<file path="src/pcrrs_pkg.sv">
`timescale 1ns / 1ps

package pcrrs_pkg;

  localparam int NUM_CPUS    = 4;
  localparam int MAX_THREADS = 64;

  localparam int CMD_W    = 2;
  localparam int THREAD_W = 6;
  localparam int AFF_W    = 4;
  localparam int CPU_W    = 2;
  localparam int BUDGET_W = 16;
  localparam int LINK_W   = THREAD_W + 1;

  typedef logic [LINK_W-1:0]   link_t;
  typedef logic [THREAD_W-1:0] tid_t;
  typedef logic [CPU_W-1:0]    cpu_t;
  typedef logic [BUDGET_W-1:0] budget_t;

  localparam link_t   NULL_LINK    = LINK_W'(MAX_THREADS);
  localparam budget_t BUDGET_RESET = BUDGET_W'(2);

  typedef enum logic [CMD_W-1:0] {
    CMD_ENQUEUE  = 2'd0,
    CMD_DEQUEUE  = 2'd1,
    CMD_SCHEDULE = 2'd2,
    CMD_TICK     = 2'd3
  } cmd_e;

endpackage

</file>
<file path="src/per_cpu_round_robin_scheduler.sv">
`timescale 1ns / 1ps

// Channel   Direction  Handshake               Payload
// in        input      in_valid_i / in_stall_o  command, thread_id, no_affinity, affinity, cpu
// out       output     out_valid_o / out_stall_i status, next_tid, chosen_is_idle, switched
// cfg       input      cfg_wr_en_i              cfg_wr_data_i (time slice length)
//
// One request is taken per cycle unless stalled; the result register loads when it executes.
// Each request runs in one pass through the logic between the input register and the
// result register; the link memories are read at transfer time with write bypass.
// Reset clears queues, ready bits and CPU state at once; link memories need no clearing.
// A stalled result holds the input stage only once the input register is also full.
module per_cpu_round_robin_scheduler (
  input  logic                          clk_i,
  input  logic                          rst_ni,
  input  logic                          cfg_wr_en_i,
  input  logic [pcrrs_pkg::BUDGET_W-1:0] cfg_wr_data_i,
  input  logic                          in_valid_i,
  output logic                          in_stall_o,
  input  logic [pcrrs_pkg::CMD_W-1:0]    command_i,
  input  logic [pcrrs_pkg::THREAD_W-1:0] thread_id_i,
  input  logic                          no_affinity_i,
  input  logic [pcrrs_pkg::AFF_W-1:0]    affinity_i,
  input  logic [pcrrs_pkg::CPU_W-1:0]    cpu_i,
  output logic                          out_valid_o,
  input  logic                          out_stall_i,
  output logic                          status_o,
  output logic [pcrrs_pkg::THREAD_W-1:0] next_tid_o,
  output logic                          chosen_is_idle_o,
  output logic                          switched_o
);
  import pcrrs_pkg::*;

  budget_t slice_ticks_q;

  logic [MAX_THREADS-1:0] ready_q, ready_d;
  link_t   head_q       [NUM_CPUS];
  link_t   head_d       [NUM_CPUS];
  link_t   tail_q       [NUM_CPUS];
  link_t   tail_d       [NUM_CPUS];
  tid_t    run_thread_q [NUM_CPUS];
  tid_t    run_thread_d [NUM_CPUS];
  logic    run_idle_q   [NUM_CPUS];
  logic    run_idle_d   [NUM_CPUS];
  logic    run_valid_q  [NUM_CPUS];
  logic    run_valid_d  [NUM_CPUS];
  budget_t budget_q     [NUM_CPUS];
  budget_t budget_d     [NUM_CPUS];

  link_t nxt_mem  [MAX_THREADS];
  link_t prv_mem  [MAX_THREADS];
  cpu_t  home_mem [MAX_THREADS];

  logic  nxt_we, prv_we, home_we;
  tid_t  nxt_wa, prv_wa, home_wa;
  link_t nxt_wd, prv_wd;
  cpu_t  home_wd;
  tid_t  nxt_ra, prv_ra, home_ra;
  link_t nxt_rd_q, prv_rd_q;
  cpu_t  home_rd_q;

  logic s1_valid_q;
  cmd_e cmd_q;
  tid_t tid_q;
  logic noaff_q;
  logic [AFF_W-1:0] aff_q;
  cpu_t cpu_q;

  logic out_valid_q;
  logic status_q, status_d;
  tid_t chosen_q, chosen_d;
  logic idle_q, idle_d;
  logic sw_q, sw_d;

  logic in_xfer, exec;
  logic cpu_ok, aff_ok;
  cpu_t enq_cpu;

  assign exec       = s1_valid_q && (!out_valid_q || !out_stall_i);
  assign in_stall_o = s1_valid_q && !exec;
  assign in_xfer    = in_valid_i && !in_stall_o;

  assign cpu_ok  = 32'(cpu_q) < NUM_CPUS;
  assign aff_ok  = noaff_q || (32'(aff_q) < NUM_CPUS);
  assign enq_cpu = noaff_q ? cpu_q : aff_q[CPU_W-1:0];

  // Read addresses follow the state as it stands after the request now executing.
  assign prv_ra  = thread_id_i;
  assign nxt_ra  = (cmd_e'(command_i) == CMD_SCHEDULE) ? head_d[cpu_i][THREAD_W-1:0]
                                                       : thread_id_i;
  assign home_ra = (cmd_e'(command_i) == CMD_SCHEDULE) ? run_thread_d[cpu_i] : thread_id_i;

  always_comb begin
    link_t p, n, last, t1, h1, nh;
    cpu_t  q, qr, c;
    tid_t  t, r;
    logic  requeue;

    ready_d      = ready_q;
    head_d       = head_q;
    tail_d       = tail_q;
    run_thread_d = run_thread_q;
    run_idle_d   = run_idle_q;
    run_valid_d  = run_valid_q;
    budget_d     = budget_q;
    nxt_we  = 1'b0;
    nxt_wa  = '0;
    nxt_wd  = NULL_LINK;
    prv_we  = 1'b0;
    prv_wa  = '0;
    prv_wd  = NULL_LINK;
    home_we = 1'b0;
    home_wa = '0;
    home_wd = '0;
    status_d = 1'b0;
    chosen_d = '0;
    idle_d   = 1'b0;
    sw_d     = 1'b0;
    p = NULL_LINK;
    n = NULL_LINK;
    last = NULL_LINK;
    t1 = NULL_LINK;
    h1 = NULL_LINK;
    nh = NULL_LINK;
    q = '0;
    qr = '0;
    c = cpu_q;
    t = tid_q;
    r = '0;
    requeue = 1'b0;

    if (exec) begin
      if (!cpu_ok) begin
        status_d = 1'b1;
      end else begin
        case (cmd_q)
          CMD_ENQUEUE: begin
            if (ready_q[t] || !aff_ok) begin
              status_d = 1'b1;
            end else begin
              q = enq_cpu;
              last = tail_q[q];
              prv_we = 1'b1;
              prv_wa = t;
              prv_wd = last;
              if (last != NULL_LINK) begin
                nxt_we = 1'b1;
                nxt_wa = last[THREAD_W-1:0];
                nxt_wd = LINK_W'(t);
              end else begin
                head_d[q] = LINK_W'(t);
              end
              tail_d[q] = LINK_W'(t);
              ready_d[t] = 1'b1;
              home_we = 1'b1;
              home_wa = t;
              home_wd = q;
            end
          end
          CMD_DEQUEUE: begin
            if (!ready_q[t]) begin
              status_d = 1'b1;
            end else begin
              q = home_rd_q;
              if (32'(q) >= NUM_CPUS) begin
                q = '0;
              end
              // The head has no predecessor and the tail no successor, whatever
              // the link memories hold for them.
              p = (head_q[q] == LINK_W'(t)) ? NULL_LINK : prv_rd_q;
              n = (tail_q[q] == LINK_W'(t)) ? NULL_LINK : nxt_rd_q;
              if (p != NULL_LINK) begin
                nxt_we = 1'b1;
                nxt_wa = p[THREAD_W-1:0];
                nxt_wd = n;
              end else begin
                head_d[q] = n;
              end
              if (n != NULL_LINK) begin
                prv_we = 1'b1;
                prv_wa = n[THREAD_W-1:0];
                prv_wd = p;
              end else begin
                tail_d[q] = p;
              end
              ready_d[t] = 1'b0;
            end
          end
          CMD_SCHEDULE: begin
            if (!(run_valid_q[c] && (budget_q[c] != '0))) begin
              r = run_thread_q[c];
              requeue = run_valid_q[c] && !run_idle_q[c] && !ready_q[r];
              qr = home_rd_q;
              if (32'(qr) >= NUM_CPUS) begin
                qr = c;
              end
              t1 = tail_q[qr];
              if (requeue) begin
                prv_we = 1'b1;
                prv_wa = r;
                prv_wd = t1;
                if (t1 != NULL_LINK) begin
                  nxt_we = 1'b1;
                  nxt_wa = t1[THREAD_W-1:0];
                  nxt_wd = LINK_W'(r);
                end else begin
                  head_d[qr] = LINK_W'(r);
                end
                tail_d[qr] = LINK_W'(r);
                ready_d[r] = 1'b1;
                home_we = 1'b1;
                home_wa = r;
                home_wd = qr;
              end
              h1 = head_d[c];
              if (h1 != NULL_LINK) begin
                nh = (requeue && (t1 == h1)) ? LINK_W'(r) : nxt_rd_q;
                n = (tail_d[c] == h1) ? NULL_LINK : nh;
                head_d[c] = n;
                if (n == NULL_LINK) begin
                  tail_d[c] = NULL_LINK;
                end
                ready_d[h1[THREAD_W-1:0]] = 1'b0;
                run_thread_d[c] = h1[THREAD_W-1:0];
                run_idle_d[c] = 1'b0;
              end else begin
                run_thread_d[c] = '0;
                run_idle_d[c] = 1'b1;
              end
              run_valid_d[c] = 1'b1;
              budget_d[c] = slice_ticks_q;
              sw_d = 1'b1;
            end
            idle_d = run_idle_d[c];
            chosen_d = run_idle_d[c] ? '0 : run_thread_d[c];
          end
          CMD_TICK: begin
            if (run_valid_q[c] && (budget_q[c] != '0)) begin
              budget_d[c] = budget_q[c] - BUDGET_W'(1);
            end
          end
          default: begin
            status_d = 1'b1;
          end
        endcase
      end
    end
  end

  always_ff @(posedge clk_i or negedge rst_ni) begin
    if (!rst_ni) begin
      slice_ticks_q <= BUDGET_RESET;
      ready_q <= '0;
      for (int i = 0; i < NUM_CPUS; i++) begin
        head_q[i]       <= NULL_LINK;
        tail_q[i]       <= NULL_LINK;
        run_thread_q[i] <= '0;
        run_idle_q[i]   <= 1'b0;
        run_valid_q[i]  <= 1'b0;
        budget_q[i]     <= '0;
      end
      s1_valid_q  <= 1'b0;
      out_valid_q <= 1'b0;
    end else begin
      if (cfg_wr_en_i) begin
        slice_ticks_q <= cfg_wr_data_i;
      end
      ready_q      <= ready_d;
      head_q       <= head_d;
      tail_q       <= tail_d;
      run_thread_q <= run_thread_d;
      run_idle_q   <= run_idle_d;
      run_valid_q  <= run_valid_d;
      budget_q     <= budget_d;
      s1_valid_q   <= in_xfer || (s1_valid_q && !exec);
      out_valid_q  <= exec || (out_valid_q && out_stall_i);
    end
  end

  always_ff @(posedge clk_i) begin
    if (in_xfer) begin
      cmd_q   <= cmd_e'(command_i);
      tid_q   <= thread_id_i;
      noaff_q <= no_affinity_i;
      aff_q   <= affinity_i;
      cpu_q   <= cpu_i;
    end
    if (exec) begin
      status_q <= status_d;
      chosen_q <= chosen_d;
      idle_q   <= idle_d;
      sw_q     <= sw_d;
    end
  end

  always_ff @(posedge clk_i) begin
    if (nxt_we) begin
      nxt_mem[nxt_wa] <= nxt_wd;
    end
    if (in_xfer) begin
      if (nxt_we && (nxt_wa == nxt_ra)) begin
        nxt_rd_q <= nxt_wd;
      end else begin
        nxt_rd_q <= nxt_mem[nxt_ra];
      end
    end
  end

  always_ff @(posedge clk_i) begin
    if (prv_we) begin
      prv_mem[prv_wa] <= prv_wd;
    end
    if (in_xfer) begin
      if (prv_we && (prv_wa == prv_ra)) begin
        prv_rd_q <= prv_wd;
      end else begin
        prv_rd_q <= prv_mem[prv_ra];
      end
    end
  end

  always_ff @(posedge clk_i) begin
    if (home_we) begin
      home_mem[home_wa] <= home_wd;
    end
    if (in_xfer) begin
      if (home_we && (home_wa == home_ra)) begin
        home_rd_q <= home_wd;
      end else begin
        home_rd_q <= home_mem[home_ra];
      end
    end
  end

  assign out_valid_o      = out_valid_q;
  assign status_o         = status_q;
  assign next_tid_o       = chosen_q;
  assign chosen_is_idle_o = idle_q;
  assign switched_o       = sw_q;

  assert property (@(posedge clk_i) disable iff (!rst_ni)
    exec |=> out_valid_q)
    else $error("Executed request did not reach the result register.");

  assert property (@(posedge clk_i) disable iff (!rst_ni)
    (exec && cpu_ok && (cmd_q == CMD_SCHEDULE)) |=> run_valid_q[$past(cpu_q)])
    else $error("CPU has no running thread after a schedule.");

  for (genvar g = 0; g < NUM_CPUS; g++) begin : g_cpu_chk
    assert property (@(posedge clk_i) disable iff (!rst_ni)
      (head_q[g] == NULL_LINK) == (tail_q[g] == NULL_LINK))
      else $error("Queue head and tail disagree on emptiness.");

    assert property (@(posedge clk_i) disable iff (!rst_ni)
      (exec && (cmd_q == CMD_TICK)) |=> (budget_q[g] <= $past(budget_q[g])))
      else $error("Timer tick raised a budget.");
  end

endmodule
</file>
<file path="config.mk">
export PLATFORM = sky130hd
export DESIGN_NAME = per_cpu_round_robin_scheduler
export DESIGN_NICKNAME = d
export VERILOG_FILES = /design/src/pcrrs_pkg.sv /design/src/per_cpu_round_robin_scheduler.sv
export SDC_FILE = /design/constraint.sdc
export NUM_CORES = 2
export LEC_CHECK = 0
export ABC_AREA = 0
export BUFFER_PORTS_ARGS = -buffer_cell sky130_fd_sc_hd__buf_2
export CORE_MARGIN = 2
export CORE_UTILIZATION = 57
export CTS_BUF_LIST = sky130_fd_sc_hd__clkbuf_8
export DETAILED_ROUTE_END_ITERATION = 6
export PLACE_DENSITY = 0.76
export RECOVER_POWER = 100
export SLEW_MARGIN = 20
export SYNTH_ARGS = -nofsm -noshare
export SYNTH_HDL_FRONTEND = slang
export SYNTH_SLANG_ARGS = --single-unit
</file>
<file path="constraint.sdc">
create_clock -name clk_i -period 17.2 [get_ports clk_i]
set_input_delay 1.72 -clock clk_i [delete_from_list [all_inputs] [get_ports clk_i]]
set_output_delay 1.72 -clock clk_i [all_outputs]
set_load 0.01 [all_outputs]
</file>
==> impl_metrics.yaml <==
run_status:
  status: "finished with violations"
  violations: "DRC, capacitance limit, slew limit"
power:
  power_leakage_nw: 23.5
  p_clk_share_pct: 30.8
  power_frac_seq_pct: 46.6
  internal-power_w: 0.00547
  p_switching_w: 0.00265
  power.share.combinational_pct: 22.6
  power.density_nw_per_um2: 121
  switching_share_pct: 32.6
  vdd_drop_max_mv: 0.0893
timing:
  rsz0062_at_grt: "false"
  drv_slew: 1617
  hold_viol_final: 0
  tightestPinTransition_ns: 6.88
  min_period_ns: 12.89
  relSlewSlack_pct: -359
  post-route-period-util_pct: 74.9
  skew_ns: 0.0952
  finalSetupViolCount: 0
  fin_setup_tns_ns: 0
  max_freq_ghz: 0.0776
drt:
  via_per_inst: 6.95
  totalWireLength_um: 188000
  wl_per_cell_um: 29.4
  first_pass_iters: 7
  drcViolationCount: 3
  drt_iter0_drc: 6914
  drtAntennaViolNets: 0
  vias: 44498
setup_path:
  r2r-end: "nxt_rd_q[1]"
  reg2reg_from: "cpu_q[0]"
  cp-start-kind: "flip-flop"
  endpoint_kind: "flip-flop"
  critPathMaxFanout: 126
  r2r_setup_slack_ns: 4.31
  worst_r2r_path_depth: 25
  critPathRequiredTime_ns: 17.86
  crit_type: "reg2reg"
  critPathArrivalTime_ns: 13.55
synth:
  synth-main-ff-cell: "edfxtp_1"
  ys_ff_latch: 1298
  synth.area.top_cells: "edfxtp_1 52%, dfrtp_1 9.1%, mux4_2 8.8%"
  synth-xor-area-share_pct: 0.623
  yosysWarnings: 0
  synth_top_area_share_pct: 51.7
  synth-edff-count: 1064
  syn_inst: 4807
  yosysUniqueCellTypes: 98
  synth_top_family_by_area: "multiplexers"
  synth-compound-area-share_pct: 10.3
  synthMuxAreaShare_pct: 14.0
  synth.cell_area_sq_um: 61800
  async_flop_share_pct: 18.0
  avgSynthCellArea_sq_um: 12.9
  synth_fa_ha_area_share_pct: 0.101
  syn-num-nets: 4848
  synthSimpleGateAreaFrac_pct: 11.3
  synth_top_cell_by_area: "edfxtp_1"
  yosysSeqAreaShare_pct: 61.2
place:
  port_buffers: 46
  place_hpwl_um: 122000
  place.gp.congestion: 1.04
worst_hold_path:
  hp-class: "reg2reg"
  min_to: "run_valid_q[2]"
  worstHoldStart: "run_valid_q[2]"
  hold_path_depth: 1
floorplanning:
  fp.dieH_um: 333
  dieArea_sq_um: 111000
  coreArea_sq_um: 107000
  rows: 120
  die_w_um: 333
  ios: 47
  start_util_pct: 57.6
clock_network:
  cts_resized: 0
  ctsHoldBuffers: 0
  clockRootBuffer: "clkbuf_8"
  htreeDepth: 4
  post_cts_buffers: 0
  clk_latency_ns: 0.95
  clkSinkCount: 1298
  ctsLongestPathBuffers: 3
  cts_buffers: 199
  cts_tree: "yes"
  path_clk_slew_ns: 0.06
final_layout:
  final_util_pct: 62.5
  synthToLayoutAreaGrowth_pct: 8.54
  drive_above_1_share_pct: 15.7
  nets: 4869
global_routing:
  antenna_found_initial: 10
  grt_max_degree: 129
  overflow: 0
  grt_first_pass_wirelength_um: 279000
  grt.total_usage_pct: 33.7
  grt_pass1_vias: 43111
job:
  maxCapViolCount: 32
## registers in the layout, summed over array words and instances, names as in the netlist, 24 cells and up
| register | cells |
|---|---|
| run_thread_q | 24 |
| ready_q | 64 |
| prv_mem | 448 |
| home_mem | 128 |
| nxt_mem | 448 |
| budget_q | 64 |
| tail_q | 28 |
| head_q | 28 |
## power groups by stage
stage               Combinational [W]  Sequential, W  Clock [W]
floorplan                     0.00123        0.00375          0
global placement              0.00174        0.00382          0
detailed placement            0.00177        0.00383          0
CTS                           0.00178        0.00376    0.00253
global route                  0.00193        0.00380    0.00266
finish                        0.00183        0.00379    0.00250
## layer usage
layer | track usage [%] | part of all wire, %
met5 | 0 | 0.028
met1 | 45.6 | 37
met4 | 18.3 | 6.4
met2 | 50.1 | 44
met3 | 9.19 | 12
## worst max-delay path: stages (launching register included)
cell and delay, ns:
edfxtp_1 0.51, clkbuf_1 1.22, mux4_2 0.61, clkbuf_1 1.10, nor2_1 0.24, a22oi_1 0.27, o22a_1 0.21, nand4_1 0.76
nor4_4 1.16, mux2i_1 0.31, or2_0 0.35, nor3_1 0.17, o221ai_1 1.07, and2_0 0.94, o31ai_1 0.19, a311oi_1 0.29
o22ai_1 0.15, o311ai_1 0.58, nor2_4 0.06, buf_12 0.26, nor2_2 0.94, nand3_1 0.15, a31oi_1 0.33, nor3_1 0.13
and3_1 0.21, a221o_1 0.26
## cells in the final DEF, fill, tap and decap left out, types with 30 or more instances in the layout
cell type	count
a221oi_1	31
o32ai_1	67
a21oi_1	331
clkbuf_1	51
nor2_1	487
mux2_2	125
dfrtp_1	225
mux2i_1	176
nor3_1	54
mux4_2	241
o221ai_1	30
o22ai_1	31
nor2b_1	33
clkbuf_8	211
inv_1	113
and3_1	40
o21ai_0	130
a31oi_1	63
clkinv_1	45
buf_4	65
edfxtp_1	1064
a22oi_1	47
nand2_1	620
nand3_1	144
## metrics by stage
step	power [W]	std cells	setup slack, ns	cell area (sq um)	hold slack, ns
final	0.00812	6405	4.31	67100	0.468
after global routing	0.00839	6403	3.60	67100	0.482
after CTS	0.00807	6399	7.12	67300	0.471
after floorplan	0.00498	4807	9.22	61800	0.429
after global placement	0.00556	6030	7.28	63400	0.447
after detailed placement	0.00560	6030	7.17	63400	0.456
## how the worst max path moves through the flow
stage          slack [ns]      from  cells past startpoint             to
2_1_floorplan        9.22  cpu_q[1]                     23  nxt_mem[0][2]
3_3_place_gp         7.28  cpu_q[0]                     24    nxt_rd_q[1]
3_5_place_dp         7.17  cpu_q[0]                     24    nxt_rd_q[1]
4_1_cts              7.12  cpu_q[0]                     24    nxt_rd_q[1]
5_1_grt              3.60  cpu_q[0]                     25    nxt_rd_q[1]
6_report             4.31  cpu_q[0]                     25    nxt_rd_q[1]
## cells by family after synthesis
logic type | Yosys count
AO/OA/AOI/OAI | 967
XOR/XNOR | 44
adder cells (fa/ha/maj) | 5
buffers and inverters | 368
flip-flops | 1298
multiplexers | 545
AND/OR/NAND/NOR | 1580
## cell usage after synthesis, drive strengths merged, types with 18 or more instances
cell / count
nor2: 504
buf: 134
nand2b: 28
nor2b: 33
nor3: 56
edfxtp: 1064
nand3: 146
inv: 44
a221oi: 32
o221ai: 32
and2: 32
nand2: 622
mux2i: 176
o22ai: 31
a22o: 19
o32ai: 67
and3: 41
a31oi: 63
mux2: 128
a22oi: 47
dfrtp: 225
xnor2: 28
nand4: 21
mux4: 241
or3: 18
clkbuf: 188
nor4: 18
o21ai: 139
a21oi: 336
o31ai: 28
a32oi: 20
## area by class of cell
type,count,area [sq um]
diodes,6,15.0
clock inverters,158,966
clock buffers,211,2900
multi-input cells,3141,22700
flip-flops and latches,1298,37800
inverters,46,173
repair buffers,142,831
well taps,1403,1760
fillers,8007,40200
Note: power is estimated with default switching activity, not from simulation.
